[config.mk]
export PLATFORM = sky130hd
export DESIGN_NAME = python_bytecode_stream_decoder
export DESIGN_NICKNAME = d
export VERILOG_FILES = /design/src/hdl/pbsd_pkg.sv /design/src/hdl/pbsd_cfg.sv /design/src/hdl/pbsd_core.sv /design/src/hdl/pbsd_skid.sv /design/src/hdl/python_bytecode_stream_decoder.sv
export SDC_FILE = /design/constraint.sdc
export NUM_CORES = 2
export LEC_CHECK = 0
export BUFFER_PORTS_ARGS = -buffer_cell sky130_fd_sc_hd__buf_4
export CAP_MARGIN = 10
export CORE_MARGIN = 2
export CORE_UTILIZATION = 65
export CTS_BUF_LIST = sky130_fd_sc_hd__clkbuf_16
export CTS_CLUSTER_DIAMETER = 120
export DETAILED_ROUTE_END_ITERATION = 10
export PLACE_DENSITY = 0.89
export SYNTH_ARGS = -nofsm -noshare
export SYNTH_HDL_FRONTEND = slang
export SYNTH_SLANG_ARGS = --single-unit
[constraint.sdc]
create_clock -name aclk -period 38.5 [get_ports aclk]
set_input_delay 7.7 -clock aclk [delete_from_list [all_inputs] [get_ports aclk]]
set_output_delay 7.7 -clock aclk [all_outputs]
set_load 0.02 [all_outputs]
[src/hdl/pbsd_pkg.sv]
// Shared types and codes for the bytecode stream decoder.
package pbsd_pkg;

    localparam logic [2:0] ST_OK       = 3'd0;
    localparam logic [2:0] ST_EOF      = 3'd1;
    localparam logic [2:0] ST_TRUNC    = 3'd2;
    localparam logic [2:0] ST_PREFIX   = 3'd3;
    localparam logic [2:0] ST_OVERFLOW = 3'd4;

    localparam logic [7:0] CFG_THRESHOLD = 8'd0;
    localparam logic [7:0] CFG_PREFIX    = 8'd1;
    localparam logic [7:0] CFG_MASK0     = 8'd2;
    localparam logic [7:0] CFG_MASK1     = 8'd3;
    localparam logic [7:0] CFG_MASK2     = 8'd4;
    localparam logic [7:0] CFG_MASK3     = 8'd5;

    localparam logic [7:0] THRESHOLD_RESET = 8'd90;
    localparam logic [7:0] PREFIX_RESET    = 8'd145;
    localparam logic [7:0] COUNT_MAX       = 8'hFF;

    localparam logic       CMD_BYTE = 1'b0;
    localparam logic       CMD_END  = 1'b1;

    typedef struct packed {
        logic       command;
        logic [7:0] code_byte;
    } pbsd_in_t;

    typedef struct packed {
        logic [2:0]  status;
        logic [31:0] start_offset;
        logic [31:0] following_offset;
        logic [31:0] byte_length;
        logic [7:0]  prefix_count;
        logic [63:0] argument_value;
        logic [7:0]  opcode_value;
        logic        is_defined;
        logic        carries_argument;
    } pbsd_out_t;

    typedef struct packed {
        logic [7:0]   threshold;
        logic [7:0]   prefix_op;
        logic [255:0] defined;
    } pbsd_cfg_t;

endpackage

[src/hdl/pbsd_cfg.sv]
// Configuration register bank for the bytecode stream decoder.
module pbsd_cfg
    import pbsd_pkg::*;
(
    input  logic        aclk,
    input  logic        aresetn,
    input  logic        cfg_valid,
    output logic        cfg_ready,
    input  logic [7:0]  cfg_index,
    input  logic [63:0] cfg_data,
    output pbsd_cfg_t   cfg
);

    logic [7:0]  threshold_reg;
    logic [7:0]  prefix_reg;
    logic [63:0] mask0_reg;
    logic [63:0] mask1_reg;
    logic [63:0] mask2_reg;
    logic [63:0] mask3_reg;

    assign cfg_ready = 1'b1;

    always_ff @(posedge aclk) begin
        if (!aresetn) begin
            threshold_reg <= THRESHOLD_RESET;
            prefix_reg    <= PREFIX_RESET;
            mask0_reg     <= '0;
            mask1_reg     <= '0;
            mask2_reg     <= '0;
            mask3_reg     <= '0;
        end else if (cfg_valid) begin
            unique case (cfg_index)
                CFG_THRESHOLD: threshold_reg <= cfg_data[7:0];
                CFG_PREFIX:    prefix_reg    <= cfg_data[7:0];
                CFG_MASK0:     mask0_reg     <= cfg_data;
                CFG_MASK1:     mask1_reg     <= cfg_data;
                CFG_MASK2:     mask2_reg     <= cfg_data;
                CFG_MASK3:     mask3_reg     <= cfg_data;
                default: begin
                end
            endcase
        end
    end

    assign cfg.threshold = threshold_reg;
    assign cfg.prefix_op = prefix_reg;
    assign cfg.defined   = {mask3_reg, mask2_reg, mask1_reg, mask0_reg};

endmodule

[src/hdl/pbsd_core.sv]
// Decode state and per-byte next-state and result logic.
module pbsd_core
    import pbsd_pkg::*;
#(
    parameter int OFFSET_BITS = 32
) (
    input  logic      aclk,
    input  logic      aresetn,
    input  logic      accept,
    input  pbsd_in_t  item,
    input  pbsd_cfg_t cfg,
    output logic      res_valid,
    output pbsd_out_t res
);

    localparam logic [1:0] PH_OPCODE = 2'd0;
    localparam logic [1:0] PH_LOW    = 2'd1;
    localparam logic [1:0] PH_HIGH   = 2'd2;
    localparam logic [1:0] PH_ERROR  = 2'd3;

    logic [OFFSET_BITS-1:0] pos_reg, pos_next;
    logic [OFFSET_BITS-1:0] start_reg, start_next;
    logic [1:0]             phase_reg, phase_next;
    logic [7:0]             held_reg, held_next;
    logic [7:0]             low_reg, low_next;
    logic [63:0]            acc_reg, acc_next;
    logic [7:0]             count_reg, count_next;

    logic [OFFSET_BITS-1:0] pos_inc;
    logic [OFFSET_BITS-1:0] len;
    logic [63:0]            start_wide;
    logic [63:0]            follow_wide;
    logic [63:0]            len_wide;
    logic [63:0]            acc_word;
    logic [7:0]             op;
    logic                   has_arg;
    logic                   emit;

    assign pos_inc     = pos_reg + OFFSET_BITS'(1);
    assign len         = pos_inc - start_reg;
    assign start_wide  = 64'(start_reg);
    assign follow_wide = 64'(pos_inc);
    assign len_wide    = 64'(len);
    assign acc_word    = {acc_reg[47:0], item.code_byte, low_reg};

    always_comb begin
        pos_next   = pos_reg;
        start_next = start_reg;
        phase_next = phase_reg;
        held_next  = held_reg;
        low_next   = low_reg;
        acc_next   = acc_reg;
        count_next = count_reg;
        res_valid  = 1'b0;
        res        = '0;
        emit       = 1'b0;
        has_arg    = 1'b0;
        op         = item.code_byte;

        if (accept) begin
            if (item.command == CMD_END) begin
                if (phase_reg != PH_ERROR) begin
                    res_valid  = 1'b1;
                    res.status = (phase_reg == PH_OPCODE && count_reg == '0) ? ST_EOF
                                                                              : ST_TRUNC;
                end
                pos_next   = '0;
                start_next = '0;
                phase_next = PH_OPCODE;
                held_next  = '0;
                low_next   = '0;
                acc_next   = '0;
                count_next = '0;
            end else begin
                unique case (phase_reg)
                    PH_OPCODE: begin
                        pos_next = pos_inc;
                        if (item.code_byte < cfg.threshold) begin
                            if (count_reg != '0) begin
                                res_valid  = 1'b1;
                                res.status = ST_PREFIX;
                                phase_next = PH_ERROR;
                            end else begin
                                emit = 1'b1;
                            end
                        end else begin
                            held_next  = item.code_byte;
                            phase_next = PH_LOW;
                        end
                    end
                    PH_LOW: begin
                        pos_next   = pos_inc;
                        low_next   = item.code_byte;
                        phase_next = PH_HIGH;
                    end
                    PH_HIGH: begin
                        pos_next = pos_inc;
                        if (acc_reg[63:48] != '0) begin
                            res_valid  = 1'b1;
                            res.status = ST_OVERFLOW;
                            phase_next = PH_ERROR;
                        end else if (held_reg == cfg.prefix_op) begin
                            acc_next   = acc_word;
                            phase_next = PH_OPCODE;
                            if (count_reg != COUNT_MAX) begin
                                count_next = count_reg + 8'd1;
                            end
                        end else begin
                            emit    = 1'b1;
                            has_arg = 1'b1;
                            op      = held_reg;
                        end
                    end
                    PH_ERROR: begin
                    end
                    default: begin
                    end
                endcase
            end
        end

        if (emit) begin
            res_valid            = 1'b1;
            res.status           = ST_OK;
            res.start_offset     = start_wide[31:0];
            res.following_offset = follow_wide[31:0];
            res.byte_length      = len_wide[31:0];
            res.prefix_count     = has_arg ? count_reg : 8'd0;
            res.argument_value   = has_arg ? acc_word : 64'd0;
            res.opcode_value     = op;
            res.is_defined       = cfg.defined[op];
            res.carries_argument = has_arg;
            start_next           = pos_inc;
            acc_next             = '0;
            count_next           = '0;
            phase_next           = PH_OPCODE;
        end
    end

    always_ff @(posedge aclk) begin
        if (!aresetn) begin
            pos_reg   <= '0;
            start_reg <= '0;
            phase_reg <= PH_OPCODE;
            held_reg  <= '0;
            low_reg   <= '0;
            acc_reg   <= '0;
            count_reg <= '0;
        end else begin
            pos_reg   <= pos_next;
            start_reg <= start_next;
            phase_reg <= phase_next;
            held_reg  <= held_next;
            low_reg   <= low_next;
            acc_reg   <= acc_next;
            count_reg <= count_next;
        end
    end

endmodule

[src/hdl/pbsd_skid.sv]
// Result register with a skid stage between decoder and receiver.
module pbsd_skid
    import pbsd_pkg::*;
(
    input  logic      aclk,
    input  logic      aresetn,
    input  logic      push,
    input  pbsd_out_t push_data,
    output logic      space,
    output logic      m_valid,
    input  logic      m_ready,
    output pbsd_out_t m_data
);

    logic      main_valid_reg;
    logic      skid_valid_reg;
    pbsd_out_t main_reg;
    pbsd_out_t skid_reg;
    logic      pop;

    assign pop     = main_valid_reg && m_ready;
    assign space   = !skid_valid_reg;
    assign m_valid = main_valid_reg;
    assign m_data  = main_reg;

    always_ff @(posedge aclk) begin
        if (!aresetn) begin
            main_valid_reg <= 1'b0;
            skid_valid_reg <= 1'b0;
        end else begin
            if (skid_valid_reg && pop) begin
                main_valid_reg <= 1'b1;
                skid_valid_reg <= 1'b0;
            end else if (push && (!main_valid_reg || m_ready)) begin
                main_valid_reg <= 1'b1;
            end else if (push) begin
                skid_valid_reg <= 1'b1;
            end else if (pop) begin
                main_valid_reg <= 1'b0;
            end
        end
    end

    always_ff @(posedge aclk) begin
        if (skid_valid_reg && pop) begin
            main_reg <= skid_reg;
        end else if (push && (!main_valid_reg || m_ready)) begin
            main_reg <= push_data;
        end else if (push) begin
            skid_reg <= push_data;
        end
    end

endmodule

[src/hdl/python_bytecode_stream_decoder.sv]
// Top level of the streaming bytecode instruction decoder.
// Usage:
//   s_valid/s_ready/s_data carry one item per cycle while s_ready is high:
//   a code byte, or an end of code marker. m_valid/m_ready/m_data carry
//   decoded results: one per completed instruction, end of code, truncation
//   or error. cfg_valid/cfg_ready/cfg_index/cfg_data write configuration
//   registers; cfg_ready is always high. Write only while the decoder is idle.
// Timing:
//   One item per cycle sustained while s_ready is high. The decode is one
//   combinational pass from the state registers into the result register,
//   or into the skid register while the receiver stalls.
// Stall:
//   A skid register holds a second result while the receiver stalls;
//   s_ready drops only while the skid register is full.
// Reset:
//   Synchronous active-low aresetn clears decode state to offset zero,
//   empties the result stage and restores configuration defaults.
module python_bytecode_stream_decoder
    import pbsd_pkg::*;
#(
    parameter int OFFSET_BITS = 32
) (
    input  logic        aclk,
    input  logic        aresetn,
    input  logic        s_valid,
    output logic        s_ready,
    input  pbsd_in_t    s_data,
    output logic        m_valid,
    input  logic        m_ready,
    output pbsd_out_t   m_data,
    input  logic        cfg_valid,
    output logic        cfg_ready,
    input  logic [7:0]  cfg_index,
    input  logic [63:0] cfg_data
);

    pbsd_cfg_t cfg;
    pbsd_out_t res;
    logic      res_valid;
    logic      accept;

    assign accept = s_valid && s_ready;

    pbsd_cfg u_cfg (
        .aclk      (aclk),
        .aresetn   (aresetn),
        .cfg_valid (cfg_valid),
        .cfg_ready (cfg_ready),
        .cfg_index (cfg_index),
        .cfg_data  (cfg_data),
        .cfg       (cfg)
    );

    pbsd_core #(
        .OFFSET_BITS (OFFSET_BITS)
    ) u_core (
        .aclk      (aclk),
        .aresetn   (aresetn),
        .accept    (accept),
        .item      (s_data),
        .cfg       (cfg),
        .res_valid (res_valid),
        .res       (res)
    );

    pbsd_skid u_skid (
        .aclk      (aclk),
        .aresetn   (aresetn),
        .push      (res_valid),
        .push_data (res),
        .space     (s_ready),
        .m_valid   (m_valid),
        .m_ready   (m_ready),
        .m_data    (m_data)
    );

endmodule

# Word-level counts from Yosys, hierarchy flattened
# Cells that the tools add are included.
# op_classes
n_eq_ne	15
bitwise_logic	3
n_lt_le_gt_ge	2
n_mux	67
add_sub_neg	3
reduce_logical	43
# op_table
op	n
$mux 181	3
$mux 64	5
$mux 32	5
$mux 8	16
$add 32x1->32 const B	1
$sub 32x32->32	1
$reduce_and 2->1	11
$mux 1	21
$reduce_bool 2->1	9
$eq 8x2->1 const B	2
$eq 8x3->1 const B	2
$logic_not 8->1	2
$reduce_bool 16->1	1
$mux 3	5
$mux 2	7
$lt 8x9->1 const B	1
$add 8x1->8 const B	1
$bmux 1 s8	1
$eq 8x1->1 const B	1
$eq 8x8->1	1
$lt 8x8->1	1
$ne 8x8->1 const B	1
$reduce_and 4->1	2
$reduce_bool 8->1	1
other kinds (20)	32
# totals
out_inout_bits	184
wordCells	166
reg_bits	790
in_bits	86

# Longest topological paths before layout
# logic_depth
word_depth	11
ltp_mapped	20
mapped_depth_nobuf	19

# Hierarchy
# A second synthesis with hierarchy kept.
# unflattened
hier_cells	3167
area_unflattened_um2	35327.6
# by_module_without_submodules
module	area_each_um2	seq_area_each_um2	cells_each	n_inst
pbsd_skid	13509.2	10910.5	577	1
pbsd_core	11837.6	3083.0	1621	1
pbsd_cfg	9974.6	5445.2	968	1
python_bytecode_stream_decoder	6.3	0.0	1	1

# Least setup slack after synthesis
# No wires, ideal clock.
# synth_path
path_type	input to register
from	input s_data[1] (netlist name)
to	register u_skid.main_reg, in the netlist u_skid.m_data[0], enable pin
path_slack_ns	19.383
required_time_ns	37.719
path_stages	10
arrival_ns	18.335
setup_ns	0.781
n_path_buf	1
path_cell_list	ha_1 -> a21o_1 -> a21o_1 -> a211o_1 -> a21oi_1 -> o21ai_1 -> o31ai_1 -> clkbuf_1 -> nor2_1 -> a21oi_1
# synth_between
elab_chain_cells	8
word_cells_on_any_way	12
cone_classes	order compare: 1; mux: 9; reduce/logical: 2
# synth_lines
item	line_no	source
start: declaration	python_bytecode_stream_decoder.sv:27	input pbsd_in_t s_data,
$lt 8x8->1 (*)	pbsd_core.sv:78	if (item.code_byte < cfg.threshold) begin
$mux 1	pbsd_core.sv:78	
$pmux 1 s2	pbsd_core.sv:75	unique case (phase_reg)
$mux 1	pbsd_core.sv:61	if (item.command == CMD_END) begin
$mux 1	pbsd_core.sv:60	if (accept) begin
$mux 1 (*)	pbsd_core.sv:122	if (emit) begin
$logic_and 1x1->1 (*)	pbsd_skid.sv:47	end else if (push && (!main_valid_reg || m_ready)) begin
$reduce_bool 2->1 (no source line) (*)	-	
end signal: assignment	pbsd_skid.sv:46	main_reg <= skid_reg;
end signal: assignment	pbsd_skid.sv:48	main_reg <= push_data;
end: declaration	pbsd_skid.sv:17	pbsd_out_t main_reg;
# Every way passes the cells marked *; elsewhere a longest branch is shown, timed or not.
# A chain may end at the register's enable or synchronous reset.

# Worst setup path in the final report
# layout_path
from	input s_data[1] (netlist name)
to	register u_skid.skid_reg[172] (netlist name), enable pin
# layout_between
elab_chain_cells	9
word_cells_on_any_way	13
cone_classes	order compare: 1; mux: 9; bitwise: 1; reduce/logical: 2
# layout_lines
item	line_no	source
$lt 8x8->1 (*)	pbsd_core.sv:78	
$mux 1	pbsd_core.sv:78	
$pmux 1 s2	pbsd_core.sv:75	
$mux 1	pbsd_core.sv:61	
$mux 1	pbsd_core.sv:60	
$mux 1 (*)	pbsd_core.sv:122	
$logic_and 1x1->1	pbsd_skid.sv:47	
$not 1->1 (no source line)	-	
$reduce_and 3->1 (no source line) (*)	-	
end signal: assignment	pbsd_skid.sv:50	skid_reg <= push_data;
end: declaration	pbsd_skid.sv:18	pbsd_out_t skid_reg;
# Marked as above.

==> impl_metrics.yaml <==
run_status:
  status: "finished clean"
yosys:
  ys_seq_area_share_pct: 56.7
  synth-edff-count: 362
  synth.most_common_cell: "nand2_1"
  synth.largest_area_cell: "edfxtp_1"
  yosysUniqueCellTypes: 70
  synth_common_cells: "939 x nand2_1, 428 x dfxtp_1, 362 x edfxtp_1"
  postSynthAreaPerCell_um2: 9.77
  synth_area_um2: 34300
  yosys.area.top_type_share_pct: 31.7
  async_reset_ff_share_pct: 0
  ys_ff_latch: 790
  yosysWarnings: 0
  netlist_instances: 3510
  synth_flop_cell: "dfxtp_1"
  synth_area_leaders: "edfxtp_1 32%, dfxtp_1 25%, nand2_1 10%"
  syn-num-nets: 3643
pwr:
  p_leak_nw: 15.2
  powerDensity_nw_per_um2: 45.1
  power.total_mw: 1.76
  peakVddDrop_mv: 0.0307
sta:
  clock_skew_ns: 0.0346
  slew_viol_final: 0
  fmax_mhz: 85.0
  layout_worst_path_cycle_share_pct: 30.6
  worstMarginPinSlew_ns: 1.29
  maxSlewHeadroom_pct: 13.6
  finalSetupTns_ns: 0
  rsz0062_at_grt: "no"
  worst_slack_ns: 26.73
  hold_viol: 0
  fin_crit_ns: 11.77
  setup_viol_count_final: 0
placement:
  place_inst: 4288
  port_buffers: 268
  placed_area_um2: 36600
  dpl.hpwl_um: 55800
  pre_cts_slack_ns: 26.16
  routabilityCongestion: 0.922
drt:
  ant_nets: 0
  route.met3.wl_um: 7680
  routed-wl-met2_um: 42800
  vias_per_cell: 6.07
  drt-wirelength-per-cell_um: 20.0
  highest_layer: "met5"
  num_vias: 26900
  drc: 0
  drt_pass1_iterations: 6
  drt_iter0_drc: 3206
  wl_um: 88500
  drt-met1-wl_um: 34600
floorplan:
  fp-row-count: 84
  initial_core_util_pct: 65.5
  core-area_um2: 52300
  dieArea_um2: 54600
  die_w_um: 234
  ioPinCount: 270
  die_h_um: 234
setup_path:
  end_kind: "register"
  critPathMaxFanout: 71
  crit_type: "in -> reg"
  worst_ep_arrival_time_ns: 12.00
  required_ns: 38.73
  worstSetupStartpoint: "s_data[1]"
  worstSetupStartpointType: "input port"
  r2r-start: "u_core.phase_reg[0]"
global_routing:
  gr-total-overflow: 0
  first_global_vias: 25900
  antenna_found_initial: 2
  grt_util_all_layers_pct: 32.0
  grt_max_degree: 125
  grt_pass1_wl_um: 138000
finish:
  synthToLayoutAreaGrowth_pct: 13.9
  drive_above_1_share_pct: 12.0
  instances_no_fill: 4433
  layout.nets: 3813
  seq_area_um2: 19400
  multi_input_area_um2: 13600
  fillerInstances: 3429
  design_area_um2: 39000
cts:
  tritoncts: "built"
  cts_made_buffers: 78
  clockBufferDepth: 3
  cts_setup_buffers: 0
  cts_max_level: 3
  cts-resized-gates: 0
  insertion_delay_ns: 0.64
  clockRootBuffer: "clkbuf_16"
  clkSinkCount: 790
  hold_buffers: 0
  path_clk_slew_ns: 0.06
worst_hold_path:
  holdCritStartpoint: "u_core.start_reg[4]"
  hold_class: "reg -> reg"
flow_run:
  cap_violations: 0
[worst paths after layout]
| path | to | slack, ns | cells past startpoint |
|---|---|---|---|
| worst max register to register | u_skid.skid_reg[1] | 33.49 | 13 |
| worst min-delay path | u_core.start_reg[4] | 0.46 | 2 |
| worst min register to register | u_core.start_reg[4] | 0.46 | 2 |
| worst max-delay path | u_skid.skid_reg[172] | 26.73 | 12 |
[cell families (layout without fill, tap and decap cells)]
| logic type | count (synthesis) | after routing | synth area share, % |
|---|---|---|---|
| buffers and inverters | 321 | 555 | 3.85 |
| xor gates and xnor gates | 73 | 73 | 1.86 |
| muxes | 48 | 48 | 1.51 |
| adders and majority gates | 47 | 47 | 1.74 |
| DFF | 790 | 790 | 56.7 |
| and+or+nand+nor | 1417 | 1417 | 17.6 |
| AOI/OAI and AO/OA | 813 | 813 | 16.7 |
| other | 1 | 2 | 0.0109 |
[layer usage]
metal  GRT usage (%)  vias up
li1                -    12400
met1            41.5    12800
met2            53.2     1428
met3            5.33      260
met4            13.6        2
met5               0        -
[critical path, stage by stage]
cell and delay, ns:
buf_4 0.15, ha_1 0.30, a21o_1 0.16, a21o_1 0.19, a211o_1 0.30, a21oi_1 0.12, o21ai_1 0.24, o31ai_4 0.27
buf_4 0.45, nor2_1 0.24, nor2b_4 0.90, buf_4 0.84
[where the power goes]
| part | internal (mW) | switching [mW] | leakage, nW |
|---|---|---|---|
| registers | 0.899 | 0.00854 | 6.81 |
| logic | 0.0452 | 0.0875 | 7.13 |
| clock network | 0.396 | 0.325 | 1.28 |
[cell usage in the layout, fill, tap and decap left out, types with 14 or more instances in the layout]
| master | netlist | layout |
|---|---|---|
| xnor2_1 | 49 | 49 |
| dfxtp_1 | 428 | 428 |
| nor2b_1 | 50 | 48 |
| inv_1 | 107 | 133 |
| edfxtp_1 | 362 | 362 |
| nor2_1 | 171 | 168 |
| a21boi_0 | 299 | 299 |
| a21oi_1 | 127 | 125 |
| a311oi_1 | 14 | 14 |
| and3_1 | 17 | 16 |
| a21o_1 | 160 | 159 |
| clkinv_1 | 0 | 16 |
| buf_4 | 9 | 303 |
| o21ai_0 | 39 | 39 |
| xor2_1 | 24 | 24 |
| a22oi_1 | 51 | 51 |
| clkbuf_16 | 0 | 81 |
| nand4_1 | 17 | 17 |
| and2_1 | 86 | 85 |
| nand3_1 | 75 | 74 |
| ha_1 | 46 | 46 |
| a211oi_1 | 37 | 37 |
| mux2i_1 | 41 | 40 |
| nand2_1 | 939 | 937 |
| nor3_1 | 15 | 14 |
[metrics by stage]
step	utilization [%]	hold slack, ns
floorplan	-	0.437
global placement	70.0	0.446
detailed placement	70.0	0.456
CTS	74.6	0.465
global route	74.6	0.480
finish	74.6	0.465
[cell type report]
cell class | count | area share, %
clock inverter | 63 | 0.990
multi-input combinational | 2399 | 34.9
antenna | 1 | 0.00641
sequential | 790 | 49.8
timing repair buffer | 304 | 5.85
clock buffer | 81 | 5.19
tap | 688 | 2.20
inverter | 107 | 1.03
Note: power is estimated with default switching activity, not from simulation.
